**src/hw/rtl/hbs_pkg.sv**
```systemverilog
`default_nettype none
// ----------------------------------------------------------------------------
// hbs_pkg
// Shared types and constants for the heightmap bilinear sampler.
// ----------------------------------------------------------------------------
package hbs_pkg;

  // Input command codes.
  localparam logic CMD_LOAD  = 1'b0;
  localparam logic CMD_QUERY = 1'b1;

  // Register indexes on the configuration port.
  localparam logic [2:0] REG_ORIGIN_X = 3'd0;
  localparam logic [2:0] REG_ORIGIN_Y = 3'd1;
  localparam logic [2:0] REG_ORIGIN_Z = 3'd2;
  localparam logic [2:0] REG_PPU_X    = 3'd3;
  localparam logic [2:0] REG_PPU_Z    = 3'd4;
  localparam logic [2:0] REG_MAP_W    = 3'd5;
  localparam logic [2:0] REG_MAP_H    = 3'd6;
  localparam logic [2:0] REG_SCALE    = 3'd7;

  // Classified work item passed from the front to the back.
  typedef struct packed {
    logic        is_query;
    logic        in_map;
    logic [15:0] addr;     // load address, or base address of the cell
    logic [31:0] value;    // stored height for loads
    logic [15:0] frac_x;
    logic [15:0] frac_z;
  } work_t;

endpackage
`default_nettype wire

```
**src/hw/rtl/hbs_queue.sv**
```systemverilog
`default_nettype none
// ----------------------------------------------------------------------------
// hbs_queue
// Two-entry queue of work items between the front and the back.
// ----------------------------------------------------------------------------
module hbs_queue (
  input  wire logic     clk,
  input  wire logic     rst,
  input  wire logic     wr_valid,
  output logic          wr_stall,
  input  hbs_pkg::work_t wr_data,
  output logic          rd_valid,
  input  wire logic     rd_stall,
  output hbs_pkg::work_t rd_data
);
  import hbs_pkg::*;

  work_t      mem [2];
  logic       wp;
  logic       rp;
  logic [1:0] count;
  logic       push;
  logic       pop;

  assign wr_stall = (count == 2'd2);
  assign rd_valid = (count != 2'd0);
  assign rd_data  = mem[rp];
  assign push     = wr_valid && !wr_stall;
  assign pop      = rd_valid && !rd_stall;

  // Pointers and fill count.
  always_ff @(posedge clk) begin
    if (rst) begin
      wp <= 1'b0;
      rp <= 1'b0;
      count <= 2'd0;
    end else begin
      if (push) wp <= !wp;
      if (pop) rp <= !rp;
      count <= count + 2'(push) - 2'(pop);
    end
  end

  // Entry storage.
  always_ff @(posedge clk) begin
    if (push) mem[wp] <= wr_data;
  end
endmodule
`default_nettype wire

```
**config.mk**
```make
export PLATFORM = sky130hd
export DESIGN_NAME = hbs_queue
export DESIGN_NICKNAME = d
export VERILOG_FILES = /design/src/hw/rtl/hbs_pkg.sv /design/src/hw/rtl/hbs_queue.sv
export SDC_FILE = /design/constraint.sdc
export NUM_CORES = 1
export LEC_CHECK = 0
export ABC_CLOCK_PERIOD_IN_PS = 2800
export BUFFER_PORTS_ARGS = -buffer_cell sky130_fd_sc_hd__clkbuf_2
export CORE_UTILIZATION = 49
export CTS_BUF_LIST = sky130_fd_sc_hd__clkbuf_8
export DETAILED_ROUTE_END_ITERATION = 10
export PLACE_DENSITY = 0.78
export SLEW_MARGIN = 25
export SYNTH_ARGS = -nofsm -noshare
export SYNTH_HDL_FRONTEND = slang
export SYNTH_SLANG_ARGS = --single-unit
```
**constraint.sdc**
```tcl
create_clock -name clk -period 2.8 [get_ports clk]
set_input_delay 0.42 -clock clk [delete_from_list [all_inputs] [get_ports clk]]
set_output_delay 0.42 -clock clk [all_outputs]
set_load 0.005 [all_outputs]
```
==> results.toml <==
[outcome]
status = "completed"

[min_path]
hp-start = "wr_data[39]"
hp-class = "input port to flip-flop"

[floorplan]
rows = 40
die-area_sq_mm = 0.01307
core_sq_mm = 0.01216
die_w_um = 114.3
initial_core_util = 0.5082
io_pins = 170
dieHeight_um = 114.3

[final_layout]
nets = 558
final_util = 0.6231
final_cell_mix = "169 x clkbuf_2, 164 x edfxtp_1, 82 x mux2_2, 17 x clkbuf_8, 7 x inv_1"
multi_input_area_sq_mm = 0.001045
n_antenna_cell = 0
seq_area_sq_mm = 0.005029
final.fill_count = 886
final_common_cell = "clkbuf_2"
drive_gt1_frac = 0.5996
area_growth_pct = 22.61

[clock_tree]
cts.reportedPaths.clkPinSlew_ns = 0.08
root_buffer = "clkbuf_8"
cts_tree = "built"
cts_setup_buffers = 0
cts_max_level = 4
cts_buffer_depth = 2
cts_sinks = 169
cts_hold_buf = 0
ctsResizeCount = 0
numCtsBuffers = 17
clk_latency_ns = 0.44

[grt]
grt_pass1_wl_um = 15680
grt_pass1_vias = 3267
antenna_found_initial = 0
grt_use_total = 0.1640
grt-ovfl-total = 0
grt_max_degree = 83

[synthesis]
ys_seq_area_frac = 0.8130
synthCells = 283
syn-num-nets = 371
syn_area_sq_mm = 0.006181
synth_area_leader_cell = "edfxtp_1"
synth_top_area_share = 0.7968
synth_seq_cells = 169
synthTopCellsByArea = "edfxtp_1 80%, mux2_2 15%, dfxtp_1 1.6%"
synth_area_per_cell_sq_um = 21.84
ys_types = 18
yosys_warnings = 0

[detailed_routing]
drc = 0
wl_um = 10270
dr.pass1.iters = 4
vias = 3147
routed_via_density = 4.842
dr.first_iter.drc_count = 219
postRouteAntennaNets = 0
wl_per_cell_um = 15.79

[timing]
fin_crit_ns = 2.162
worst_pin_slew_ns = 0.6080
slew_headroom = 0.5947
period_share = 0.7723
fin_skew_ns = 0.008111
fin_tns_setup_ns = 0
fmax_mhz = 462.5
report.final.slew_viol_count = 0
rsz0062_at_grt = "false"
final_hold_viol_count = 0
finalSetupViolations = 0

[worst_setup_path]
worstPathMaxFanout = 82
worstPathRequired_ns = 2.38
start_kind = "flip-flop"
end_kind = "output port"
reg2reg_from = "count[0]"
arrival_ns = 1.74
path_class = "flip-flop to output port"

[pwr]
ir_worst_vdd_mv = 0.4110
p_per_area_mw_per_mm2 = 800.6
p_leak_nw = 2.883
power_mw = 6.067

[run]
drv_cap = 0

[placed_design]
hpwl_um = 6960
place.gp.congestion = 0.6795
portBuffers = 169
-- registers in the layout, summed over array words and instances (netlist names), named ones only --
signal  flops
mem       164
count       2
rp          1
wp          1
-- final timing paths --
kind / slack [ns] / depth (start not counted) / to
worst max register to register: 0.80 / 5 / mem[0][47]
worst min register to register: 0.54 / 2 / flip-flop
worst min-delay path: 0.17 / 1 / mem[0][39]
worst max-delay path: 0.64 / 3 / rd_data[25]
-- Yosys cell counts --
cell and count:
a21oi_1 3, and3_1 1, buf_4 1, buf_6 8
dfxtp_1 5, edfxtp_1 164, ha_1 2, inv_1 4
inv_2 1, mux2_2 82, nand2_1 1, nand2b_2 1
nor2_1 3, nor2b_1 1, o21ai_0 2, or3_1 2
xnor2_1 1, xor2_1 1
-- power by group --
group	switching (mW)	internal (mW)	total [mW]
clock	0.785	0.669	1.45
sequential	0.0768	3.17	3.24
combinational	0.659	0.711	1.37
-- cell families (layout without fill, tap and decap cells) --
family,after synthesis,in the layout,share of synthesized area
multiplexers,82,82,0.1494
AO/OA/AOI/OAI,5,5,0.004048
AND/OR/NAND/NOR,9,9,0.007895
buffers and inverters,14,213,0.01883
flip-flops,169,169,0.8130
XOR/XNOR,2,2,0.002835
adder cells (fa/ha/maj),2,2,0.004048
-- through the flow --
| step | cell area (sq um) | worst slack, ns | instances | hold slack (ns) |
|---|---|---|---|---|
| 6_report | 7579 | 0.6376 | 650 | 0.1680 |
| 5_1_grt | 7579 | 0.5687 | 650 | 0.1328 |
| 4_1_cts | 7579 | 0.6198 | 650 | 0.1275 |
| 3_5_place_dp | 7249 | 0.6964 | 619 | 0.5192 |
| 3_3_place_gp | 7249 | 0.7666 | 619 | 0.4724 |
| 2_1_floorplan | 6186 | 0.5169 | 283 | 0.4515 |
-- worst max-delay path: stages (launching register included) --
cell	delay, ns
dfxtp_4	0.36
buf_12	0.36
mux2_2	0.40
clkbuf_2	0.13
-- routing by layer --
| layer | part of all wire | up-vias | global-route usage |
|---|---|---|---|
| met2 | 0.49 | 120 | 0.2747 |
| met3 | 0.068 | 16 | 0.05347 |
| met5 | 0 | - | 0 |
| li1 | - | 1484 | - |
| met1 | 0.42 | 1527 | 0.1903 |
| met4 | 0.018 | 0 | 0.08139 |
-- cell type report --
cell class,instances,share of cell area
Multi-Input combinational cell,100,0.1379
Sequential cell,169,0.6635
Tap cell,168,0.02774
Timing Repair Buffer,177,0.1245
Clock buffer,17,0.03087
Clock inverter,14,0.01255
Inverter,5,0.002972
(Power assumes the default switching activity.)
